## src/rtl/core/ffss_pkg.sv

```systemverilog
// Shared types and constants of the four-level fair-share scheduler.
package ffss_pkg;
  localparam int unsigned QueueDepth = 256;
  localparam int unsigned HandleBits = 16;
  localparam int unsigned PtrBits    = $clog2(QueueDepth);
  localparam int unsigned FillBits   = $clog2(QueueDepth + 1);
  localparam int unsigned AddrBits   = PtrBits + 2;
  localparam int unsigned CntBits    = 64;
  localparam int unsigned TotalBits  = 11;

  localparam logic [1:0] LvlLow    = 2'd0;
  localparam logic [1:0] LvlNormal = 2'd1;
  localparam logic [1:0] LvlHigh   = 2'd2;
  localparam logic [1:0] LvlMax    = 2'd3;

  localparam logic FuncEnq = 1'b0;
  localparam logic FuncDeq = 1'b1;

  typedef enum logic [2:0] {
    ST_IDLE,
    ST_DIV1,
    ST_DIV2,
    ST_DIV3,
    ST_READ,
    ST_OUT
  } state_e;

  // Divider request and response.
  typedef struct packed {
    logic               start;
    logic [CntBits-1:0] dividend;
    logic [7:0]         divisor;
  } div_req_t;

  typedef struct packed {
    logic               done;
    logic [CntBits-1:0] quotient;
  } div_rsp_t;
endpackage

```

## src/rtl/core/ffss_div.sv

```systemverilog
// Radix-2 restoring divider of a 64-bit counter by an 8-bit ratio.
module ffss_div (
  input  logic              clk_i,
  input  logic              rst_ni,
  input  ffss_pkg::div_req_t req_i,
  output ffss_pkg::div_rsp_t rsp_o
);
  import ffss_pkg::*;

  localparam int unsigned StepBits = $clog2(CntBits + 1);

  logic [CntBits-1:0]  quo_q, quo_d;
  logic [7:0]          rem_q, rem_d;
  logic [7:0]          dvs_q, dvs_d;
  logic [StepBits-1:0] cnt_q, cnt_d;
  logic                busy_q, busy_d, done_q, done_d;
  logic [8:0]          trial;

  always_comb begin
    quo_d  = quo_q;
    rem_d  = rem_q;
    dvs_d  = dvs_q;
    cnt_d  = cnt_q;
    busy_d = busy_q;
    done_d = 1'b0;
    trial  = {rem_q, quo_q[CntBits-1]};
    if (req_i.start) begin
      quo_d  = req_i.dividend;
      rem_d  = '0;
      dvs_d  = req_i.divisor;
      cnt_d  = StepBits'(CntBits);
      busy_d = 1'b1;
    end else if (busy_q) begin
      if (trial >= {1'b0, dvs_q}) begin
        rem_d = 8'(trial - {1'b0, dvs_q});
        quo_d = {quo_q[CntBits-2:0], 1'b1};
      end else begin
        rem_d = trial[7:0];
        quo_d = {quo_q[CntBits-2:0], 1'b0};
      end
      cnt_d = cnt_q - 1'b1;
      if (cnt_q == StepBits'(1)) begin
        busy_d = 1'b0;
        done_d = 1'b1;
      end
    end
  end

  always_ff @(posedge clk_i or negedge rst_ni) begin
    if (!rst_ni) begin
      busy_q <= 1'b0;
      done_q <= 1'b0;
      cnt_q  <= '0;
    end else begin
      busy_q <= busy_d;
      done_q <= done_d;
      cnt_q  <= cnt_d;
    end
  end

  always_ff @(posedge clk_i) begin
    quo_q <= quo_d;
    rem_q <= rem_d;
    dvs_q <= dvs_d;
  end

  assign rsp_o.done     = done_q;
  assign rsp_o.quotient = quo_q;
endmodule

```

## config.mk

```make
export PLATFORM = sky130hd
export DESIGN_NAME = ffss_div
export DESIGN_NICKNAME = d
export VERILOG_FILES = /design/src/rtl/core/ffss_pkg.sv /design/src/rtl/core/ffss_div.sv
export SDC_FILE = /design/constraint.sdc
export NUM_CORES = 1
export LEC_CHECK = 0
export BUFFER_PORTS_ARGS = -buffer_cell sky130_fd_sc_hd__buf_2
export CAP_MARGIN = 20
export CORE_AREA = 2 2 90 92
export CTS_BUF_LIST = sky130_fd_sc_hd__clkbuf_4
export DETAILED_ROUTE_END_ITERATION = 16
export DIE_AREA = 0 0 92 94
export PLACE_DENSITY = 0.86
export SLEW_MARGIN = 25
export SYNTH_ARGS = -nofsm -noshare
export SYNTH_HDL_FRONTEND = slang
export SYNTH_SLANG_ARGS = --single-unit
```

## constraint.sdc

```tcl
create_clock -name clk_i -period 5.1 [get_ports clk_i]
set_input_delay 1.02 -clock clk_i [delete_from_list [all_inputs] [get_ports clk_i]]
set_output_delay 1.02 -clock clk_i [all_outputs]
set_load 0.05 [all_outputs]
```

==> results.cfg, run 1 <==
[outcome]
status = finished clean

[global_routing]
grt_max_degree = 65
grt_antenna_before_repair = 0
grt_pass1_vias = 2813
grt_remaining_overflow = 0
track_usage_pct = 20.76
grt_pass1_wl_mm = 13.61

[finish]
antenna_cells = 0
regArea_um2 = 2547
syn2layout_area_growth_pct = 22.01
multiInputGateArea_um2 = 1453
fin_nets = 507
fillers = 586
drive_gt1_share_pct = 54.23

[floorplanning]
core_um2 = 7607
die_x_um = 92
io-pin-count = 140
fp-row-count = 32
die-area_um2 = 8648
initial_utilization_pct = 54.26
die_height_um = 94

[setup_path]
r2r-start = quo_q[63]
critical-path-slowest-cell = buf_4
worstSetupPathType = input pin to flip-flop
path_max_fanout = 64
cp-start-kind = input pin
path_common_cell = buf_4
endpoint_kind = flip-flop
crit_path_cell_trace = buf_4 > nor2_1 > inv_2 > buf_4
cp_top_family = buffers and inverters
startpoint = req_i[72]
crit_arrival_ps = 2350
required_ps = 5150
crit_buf_inv = 3
critPathMaxStageDelay_ps = 620

[detailed_routing]
drtIter0Drc = 127
routedWlPerCell_um = 16.36
totalWireLength_mm = 8.640
firstDrtPassIters = 4
ant_nets = 0
route.vias.total = 2789
drc_errors = 0
viasPerCell = 5.282

[logic_synthesis]
synth.ff_latch_count = 89
async_flop_share_pct = 10.11
yosys.area.top_type = edfxtp_1
synth-edff-count = 72
post-synth-top-count-cell = edfxtp_1
ys_top_cells_by_count = 72 x edfxtp_1, 64 x mux2_2, 20 x nor2_1, 14 x inv_1, 12 x nand2_1
synth_cell_types = 43
synth_area_um2 = 4128
synthFlopType = edfxtp_1
postSynthAreaPerCell_um2 = 14.69
synth_top_area_share_pct = 52.38
synth_nets = 367
synthCells = 281
ys_seq_area_share_pct = 61.72
yosys_warnings = 0
synth.area.top_cells = edfxtp_1 52%, mux2_2 17%, dfrtp_1 5.5%

[job]
drv_cap = 0

[sta]
fmax_ghz = 0.4360
rsz0062_at_grt = false
period_share_pct = 44.97
finalMaxSlewViolations = 0
max_slew_margin_pct = 44.79
finalSetupTns_ps = 0
skew_ps = 18.56
period_minus_slack_ps = 2294
fin_ws_ps = 2806
setup_violations = 0
worstMarginPinSlew_ps = 828.1
finalHoldViolCount = 0

[power_and_ir_drop]
p_per_area_nw_per_um2 = 454.2
worst_ir_drop_vdd_mv = 0.2193
leakagePower_nw = 2.170

[worst_hold_path]
holdCritPathClass = input pin to async pin

[clock_tree]
postCtsSetupRepairBufs = 0
clock_latency_ps = 420
cts.sinks = 89
h-tree-depth = 3
cts_buffer_depth = 2
cts_resized = 0
clock-root-buffer = clkbuf_4
cts_hold_buf = 0
numCtsBuffers = 9
cts_tree = yes
clk_pin_slew_ps = 130

[place]
portBuffers = 139
gp_congestion = 0.8799
post-place-ws_ps = 2373
place_hpwl_mm = 6.317
## registers in the layout, indices dropped and copies added (netlist names)
| register | cells |
|---|---|
| done_q | 1 |
| cnt_q | 7 |
| quo_q | 64 |
| rem_q | 8 |
| dvs_q | 8 |
| busy_q | 1 |
## final timing paths
| check | to | slack, ps | cells past startpoint |
|---|---|---|---|
| max in group asynchronous | cnt_q[2] | 4480 | 1 |
| worst min-delay path | cnt_q[5] | 430 | 1 |
| worst min register to register | rem_q[4] | 500 | 2 |
| worst max register to register | rem_q[6] | 3070 | 8 |
| min in group clk_i | rem_q[4] | 500 | 2 |
| worst max-delay path | quo_q[63] | 2810 | 4 |
## report_power, final
group	switching, mW	internal (mW)
sequential	0.0893	0.934
clock	0.238	0.157
combinational	0.563	0.306
## per-layer routing
| layer | global-route usage, % | part of all wire [%] | up-vias |
|---|---|---|---|
| met1 | 27.94 | 42 | 1343 |
| met4 | 7.587 | 1.3 | 0 |
| met5 | 0 | 0 | - |
| li1 | - | - | 1327 |
| met3 | 5.698 | 8.3 | 11 |
| met2 | 32.54 | 48 | 108 |
## layout make-up
cell class                 instances  area share, %
tap                              102          2.534
sequential                        89          50.58
clock buffer                      10          1.491
timing repair buffer             141          14.16
inverter                          14          1.043
clock inverter                     6          1.342
multi-input combinational        166          28.84
## per-stage QoR
stage / instance area, µm² / std cells / utilization [%] / hold slack, ps / power (mW)
floorplan: 4128 / 281 / - / 445.1 / 1.729
global placement: 4893 / 512 / 64.33 / 471.8 / 1.881
detailed placement: 4893 / 512 / 64.33 / 479.7 / 1.906
CTS: 5036 / 528 / 66.20 / 404.7 / 2.299
global route: 5036 / 528 / 66.20 / 402.8 / 2.410
finish: 5036 / 528 / 66.20 / 428.5 / 2.287
## cell usage in the layout (no fill, tap or decap), drive strengths merged, types with 3 or more instances in the layout
cell / netlist / routed
a211oi: 4 / 4
a21oi: 6 / 6
buf: 11 / 141
clkbuf: 1 / 10
dfrtp: 9 / 9
dfxtp: 8 / 8
edfxtp: 72 / 72
ha: 10 / 10
inv: 14 / 15
mux2: 65 / 65
mux2i: 4 / 4
nand2: 12 / 12
nand2b: 4 / 4
nand3: 3 / 3
nor2: 20 / 20
nor2b: 4 / 4
o21ai: 5 / 5
xnor2: 6 / 6
xor2: 5 / 5
## cell families (layout without fill, tap and decap cells)
family | Yosys count | in the layout | share of synthesized area (%)
simple gates | 50 | 50 | 5.668
fa+ha+maj | 11 | 11 | 3.516
xor+xnor | 11 | 11 | 2.334
compound gates | 25 | 25 | 4.880
buf+inv | 26 | 171 | 3.092
mux | 69 | 69 | 18.79
flops | 89 | 89 | 61.72
Note: power is estimated with default switching activity, not from simulation.
==> run 2, diff against run 1 <==
ABC_AREA = 1   (was unset)
CORE_AREA = 2 2 98 100   (was 2 2 90 92)
DIE_AREA = 0 0 100 102   (was 0 0 92 94)
PLACE_DENSITY = 0.78   (was 0.86)
clock period = 1.9 ns   (was 5.1 ns; I/O delays follow)
==> run 2 against run 1 <==
  * Global-route usage decreased by 0.42 points
  * Register-to-register slack got worse by 2900 ps
  * Wire length increased by 16%
  * Core utilization decreased by 8.3 points
  * Worst setup slack got worse by 2600 ps
  * Cell count increased by 36%
  * Sequential power increased to 2.6 times the previous value
  * Die area increased by 18%
  * Non-clock buffer count increased by 6
  * Critical path type is now flip-flop to flip-flop
  * Largest power group unchanged
==> results.cfg, run 2 <==
[clock_tree]
cts_hold_buf = 1
clock-root-buffer = clkbuf_4
numCtsBuffers = 9
h-tree-depth = 3
cts_buffer_depth = 2
cts.sinks = 89
cts_resized = 0
clock_latency_ps = 450
postCtsSetupRepairBufs = 0
clk_pin_slew_ps = 140
cts_tree = yes

[place]
dp_cells = 700
place_hpwl_mm = 7.275
gp_congestion = 0.8387
portBuffers = 139
post-place-ws_ps = 215.5
placed_area_um2 = 5076

[floorplanning]
io-pin-count = 140
fp-row-count = 35
core_um2 = 9109
die_x_um = 100
die-area_um2 = 10200
die_height_um = 102
initial_utilization_pct = 46.14

[setup_path]
crit_arrival_ps = 2100
r2r_slack_ps = 190
r2r-start = quo_q[63]
cp-start-kind = flip-flop
required_ps = 2290
rr_endpoint = rem_q[7]
endpoint_kind = flip-flop
worstSetupPathType = flip-flop to flip-flop
path_max_fanout = 10
reg2reg_depth = 11

[logic_synthesis]
synth_top_area_share_pct = 51.44
synth_cell_types = 30
yosys.area.top_type = edfxtp_1
yosys_warnings = 0
ys_seq_area_share_pct = 60.61
synthCells = 458
synth.area.top_cells = edfxtp_1 51%, nand2_1 22%, dfrtp_1 5.4%
ys_top_cells_by_count = 243 x nand2_1, 72 x edfxtp_1, 31 x inv_1, 19 x nand3_1, 12 x clkbuf_1
synthFlopType = edfxtp_1
postSynthAreaPerCell_um2 = 9.176
synth_nets = 544
async_flop_share_pct = 10.11
post-synth-top-count-cell = nand2_1
synth_area_um2 = 4203
synth.ff_latch_count = 89
synth-edff-count = 72

[finish]
stdcell_count = 717
stdcell_area_um2 = 5276
fin_util_pct = 57.93
drive_gt1_share_pct = 29.54
fillers = 823
largest_register_ffs = 64
final_cell_mix = 243 x nand2_1, 139 x buf_2, 72 x edfxtp_1
largest-register = quo_q
fin_nets = 687
top_regs = quo_q x64, dvs_q x8, rem_q x8
final_common_cell = nand2_1
antenna_cells = 0
syn2layout_area_growth_pct = 25.54

[detailed_routing]
drc_errors = 0
routedWlPerCell_um = 14.00
ant_nets = 0
viasPerCell = 4.862
totalWireLength_mm = 10.04
drtIter0Drc = 146
route.vias.total = 3486
firstDrtPassIters = 4

[power_and_ir_drop]
leakagePower_nw = 2.780
p_per_area_nw_per_um2 = 1162
worst_ir_drop_vdd_mv = 0.5409

[outcome]
status = finished clean

[worst_hold_path]
hold_depth = 1
hold_start = req_i[4]
min_to = dvs_q[4]
holdCritPathClass = input pin to flip-flop

[global_routing]
grt_pass1_vias = 3389
track_usage_pct = 20.34
grt_pass1_wl_mm = 16.05
grt_remaining_overflow = 0
grt_antenna_before_repair = 0
grt_max_degree = 55

[sta]
finalHoldViolCount = 0
rsz0062_at_grt = false
fin_ws_ps = 186.5
fin_hold_ws_ps = 108.7
finalMaxSlewViolations = 0
skew_ps = 21.56
period_share_pct = 90.18
worstMarginPinSlew_ps = 413.6
period_minus_slack_ps = 1713
fmax_ghz = 0.5836
max_slew_margin_pct = 72.42
setup_violations = 0

[job]
drv_cap = 0
run 2: changes by cell type after synthesis, sizes merged, moves of 5 or more:
cell / before / now
xnor2: 6 / 1
nand3: 3 / 20
inv: 14 / 32
clkbuf: 1 / 12
nand3b: 1 / 7
buf: 11 / 3
nand2: 12 / 247
mux2: 65 / 0
run 2: cells by family (layout without fill, tap and decap cells):
logic type | count (synthesis) | in the layout | synth area share (%)
AOI/OAI and AO/OA | 13 | 13 | 1.608
xor gates and xnor gates | 3 | 3 | 0.6253
adders and majority gates | 11 | 11 | 3.453
buffers and inverters | 47 | 195 | 4.406
DFF | 89 | 89 | 60.61
and+or+nand+nor | 295 | 295 | 29.29
run 2: critical path, stage by stage (launching register included):
cell	delay, ps
edfxtp_1	430
inv_1	130
ha_2	300
nand2_1	60
inv_1	30
nand2_1	90
nor2_4	40
nor2_4	220
nand2_4	120
nand2_1	80
nand3_1	70
nand2_1	80
run 2: layer usage:
layer / global-route usage [%] / wire length [µm] / vias to the layer above
met5: 0 / 0 / -
met4: 6.955 / 184 / 0
met3: 7.319 / 739 / 15
met2: 33.26 / 4854 / 122
met1: 25.29 / 4262 / 1589
li1: - / - / 1760
run 2: worst max path at each step:
stage,startpoint,end,slack [ps],cells after the start
2_1_floorplan,busy_q,quo_q[0],-80,2
3_3_place_gp,quo_q[63],quo_q[0],240,8
3_5_place_dp,quo_q[63],rem_q[7],220,11
4_1_cts,quo_q[63],rem_q[7],180,11
5_1_grt,quo_q[63],rem_q[4],50,10
6_report,quo_q[63],rem_q[7],190,11
run 2: area by class of cell:
| class | instances | area, µm² | share of cell area [%] |
|---|---|---|---|
| timing repair buffer | 147 | 795.8 | 15.08 |
| inverter | 32 | 123.9 | 2.348 |
| clock buffer | 10 | 75.07 | 1.423 |
| sequential | 89 | 2547 | 48.28 |
| clock inverter | 6 | 115.1 | 2.182 |
| multi-input combinational | 322 | 1480 | 28.05 |
| tap | 111 | 138.9 | 2.632 |
run 2: power breakdown:
group / switching [mW] / total (mW) / internal [mW]
logic: 1.47 / 2.14 / 0.677
clock network: 0.665 / 1.35 / 0.688
registers: 0.210 / 2.63 / 2.42
total: 2.34 / 6.13 / 3.79
run 2: through the flow:
step | TNS [ps] | power (mW)
finish | 0 | 6.131
global route | 0 | 6.491
CTS | 0 | 6.184
detailed placement | 0 | 4.813
global placement | 0 | 4.751
floorplan | -5124 | 4.271
==> run 3, diff against run 2 <==
BUFFER_PORTS_ARGS = unset   (was -buffer_cell sky130_fd_sc_hd__buf_2)
CORE_AREA = 2 2 91 93   (was 2 2 98 100)
DIE_AREA = 0 0 93 95   (was 0 0 100 102)
DONT_BUFFER_PORTS = 1   (was unset)
PLACE_DENSITY = 0.7   (was 0.78)
SKIP_CTS_REPAIR_TIMING = 1   (was unset)
clock period = 2.05 ns   (was 1.9 ns; I/O delays follow)
==> run 3 against run 2 <==
  * Sequential share of layout area up 8.3 points
  * Cell count shrank 21%
  * Count of clock-buffer cells in the layout decreased by 1
  * Hold slack worse by 48 ps
  * Critical path depth shrank 1
  * First-iteration DRC count shrank 1.4%
  * Non-clock buffer count down 141
  * Critical endpoint is now rem_q[4]
  * Highest routed layer unchanged
==> results.cfg, run 3 (synthesis gave the netlist of run 2 again) <==
[outcome]
status = finished clean

[clock_tree]
cts_buffer_depth = 2
cts_tree = yes
cts.sinks = 89
clk_pin_slew_ps = 150
h-tree-depth = 3
numCtsBuffers = 9
clock_latency_ps = 440
clock-root-buffer = clkbuf_4

[sta]
finalSetupTns_ps = 0
period_share_pct = 85.34
finalMaxSlewViolations = 0
finalHoldViolCount = 0
period_minus_slack_ps = 1749
skew_ps = 13.34
fmax_ghz = 0.5716
max_slew_margin_pct = 61.81
rsz0062_at_grt = false
setup_violations = 0
worstMarginPinSlew_ps = 572.9
fin_ws_ps = 300.5

[setup_path]
path_max_fanout = 2
cp-start-kind = flip-flop
crit_arrival_ps = 2100
worstSetupPathType = flip-flop to flip-flop
endpoint_kind = flip-flop
required_ps = 2400

[detailed_routing]
ant_nets = 0
drc_errors = 0
viasPerCell = 5.346
routedWlPerCell_um = 15.62
route.vias.total = 3047
drtIter0Drc = 144
totalWireLength_mm = 8.901
firstDrtPassIters = 5

[floorplanning]
io-pin-count = 140
die_height_um = 95
fp-row-count = 33
core_um2 = 7928
initial_utilization_pct = 53.01
die-area_um2 = 8835
die_x_um = 93

[finish]
top_regs = quo_q x64, dvs_q x8, rem_q x8
syn2layout_area_growth_pct = 7.086
regArea_um2 = 2547
largest-register = quo_q
final_common_cell = nand2_1
multiInputGateArea_um2 = 1475
fin_nets = 546
final_cell_mix = 243 x nand2_1, 72 x edfxtp_1, 30 x inv_1
drive_gt1_share_pct = 7.742
stdcell_count = 570
antenna_cells = 0
stdcell_area_um2 = 4501
fillers = 748
largest_register_ffs = 64

[power_and_ir_drop]
leakagePower_nw = 2.182
pwr-share-seq_pct = 56.3
total_power_mw = 5.290
worst_ir_drop_vdd_mv = 0.4898
pwr-share-comb_pct = 23.1
p_per_area_nw_per_um2 = 1175
p_int_mw = 3.145
swShare_pct = 40.55
clkPwrFrac_pct = 20.6
p_sw_mw = 2.145

[place]
placed_area_um2 = 4328
post-place-ws_ps = 397.5
place_hpwl_mm = 6.156
portBuffers = 0
gp_congestion = 0.8516
dp_cells = 553

[global_routing]
grt_pass1_vias = 2963
track_usage_pct = 20.71
grt_max_degree = 75
grt_pass1_wl_mm = 14.15
grt_antenna_before_repair = 0
grt_remaining_overflow = 0

[job]
drv_cap = 0

[worst_hold_path]
holdCritPathClass = input pin to flip-flop
## run 3: cell types whose count changed in the layout (fill, tap and decap cells not counted), sizes merged
cell,previous run,this run
buf,146,5
inv,32,36
bufinv,3,1
clkbuf,10,9
clkinvlp,2,1
## run 3: layer usage
layer  vias to the layer above  wire (µm)  part of all wire [%]  GRT usage (%)
met3                        24        729                   8.2          8.540
met5                         -          0                     0              0
met2                       131       4245                    48          33.45
met1                      1418       3693                    41          25.05
li1                       1474          -                     -              -
met4                         0        232                   2.6          7.598
## run 3: stage by stage
stage | utilization, % | hold WS [ps]
after global routing | 56.77 | 11.52
after CTS | 56.64 | -392.2
after global placement | 54.59 | 114.6
final | 56.77 | 60.70
after detailed placement | 54.59 | 114.7
after floorplan | - | 114.4
## run 3: final timing paths
| check | from | end | slack, ps | cells past startpoint |
|---|---|---|---|---|
| setup / recovery | quo_q[63] | rem_q[4] | 300 | 10 |
| hold / removal | req_i[4] | dvs_q[4] | 60 | 0 |
| setup reg to reg | quo_q[63] | rem_q[4] | 300 | 10 |
| hold reg to reg | rem_q[5] | rem_q[5] | 490 | 2 |
| max in group asynchronous | rst_ni | cnt_q[3] | 1410 | 1 |
| min in group asynchronous | rst_ni | cnt_q[6] | 330 | 1 |
## run 3: final cells by class
| type | count | area share (%) |
|---|---|---|
| flip-flops and latches | 89 | 56.60 |
| multi-input cells | 322 | 32.78 |
| well taps | 105 | 2.919 |
| inverters | 32 | 2.752 |
| clock inverters | 7 | 2.113 |
| clock buffers | 9 | 1.501 |
| repair buffers | 6 | 1.334 |
## run 3: power groups by stage
| stage | clock, mW | combinational, mW | sequential [mW] |
|---|---|---|---|
| finish | 1.09 | 1.22 | 2.98 |
| global route | 1.19 | 1.40 | 3.01 |
| CTS | 1.13 | 1.22 | 2.98 |
| detailed placement | 0 | 1.21 | 3.01 |
| global placement | 0 | 1.17 | 3.01 |
| floorplan | 0 | 1.01 | 2.95 |
## run 3: critical path, cell delays in order, from the launching register on
cell	delay (ps)
edfxtp_1	370
inv_1	50
ha_1	210
fa_1	400
inv_1	100
nand3_1	100
nand3_1	120
xnor2_1	130
nand2_1	70
nand3_1	60
nand2_1	40
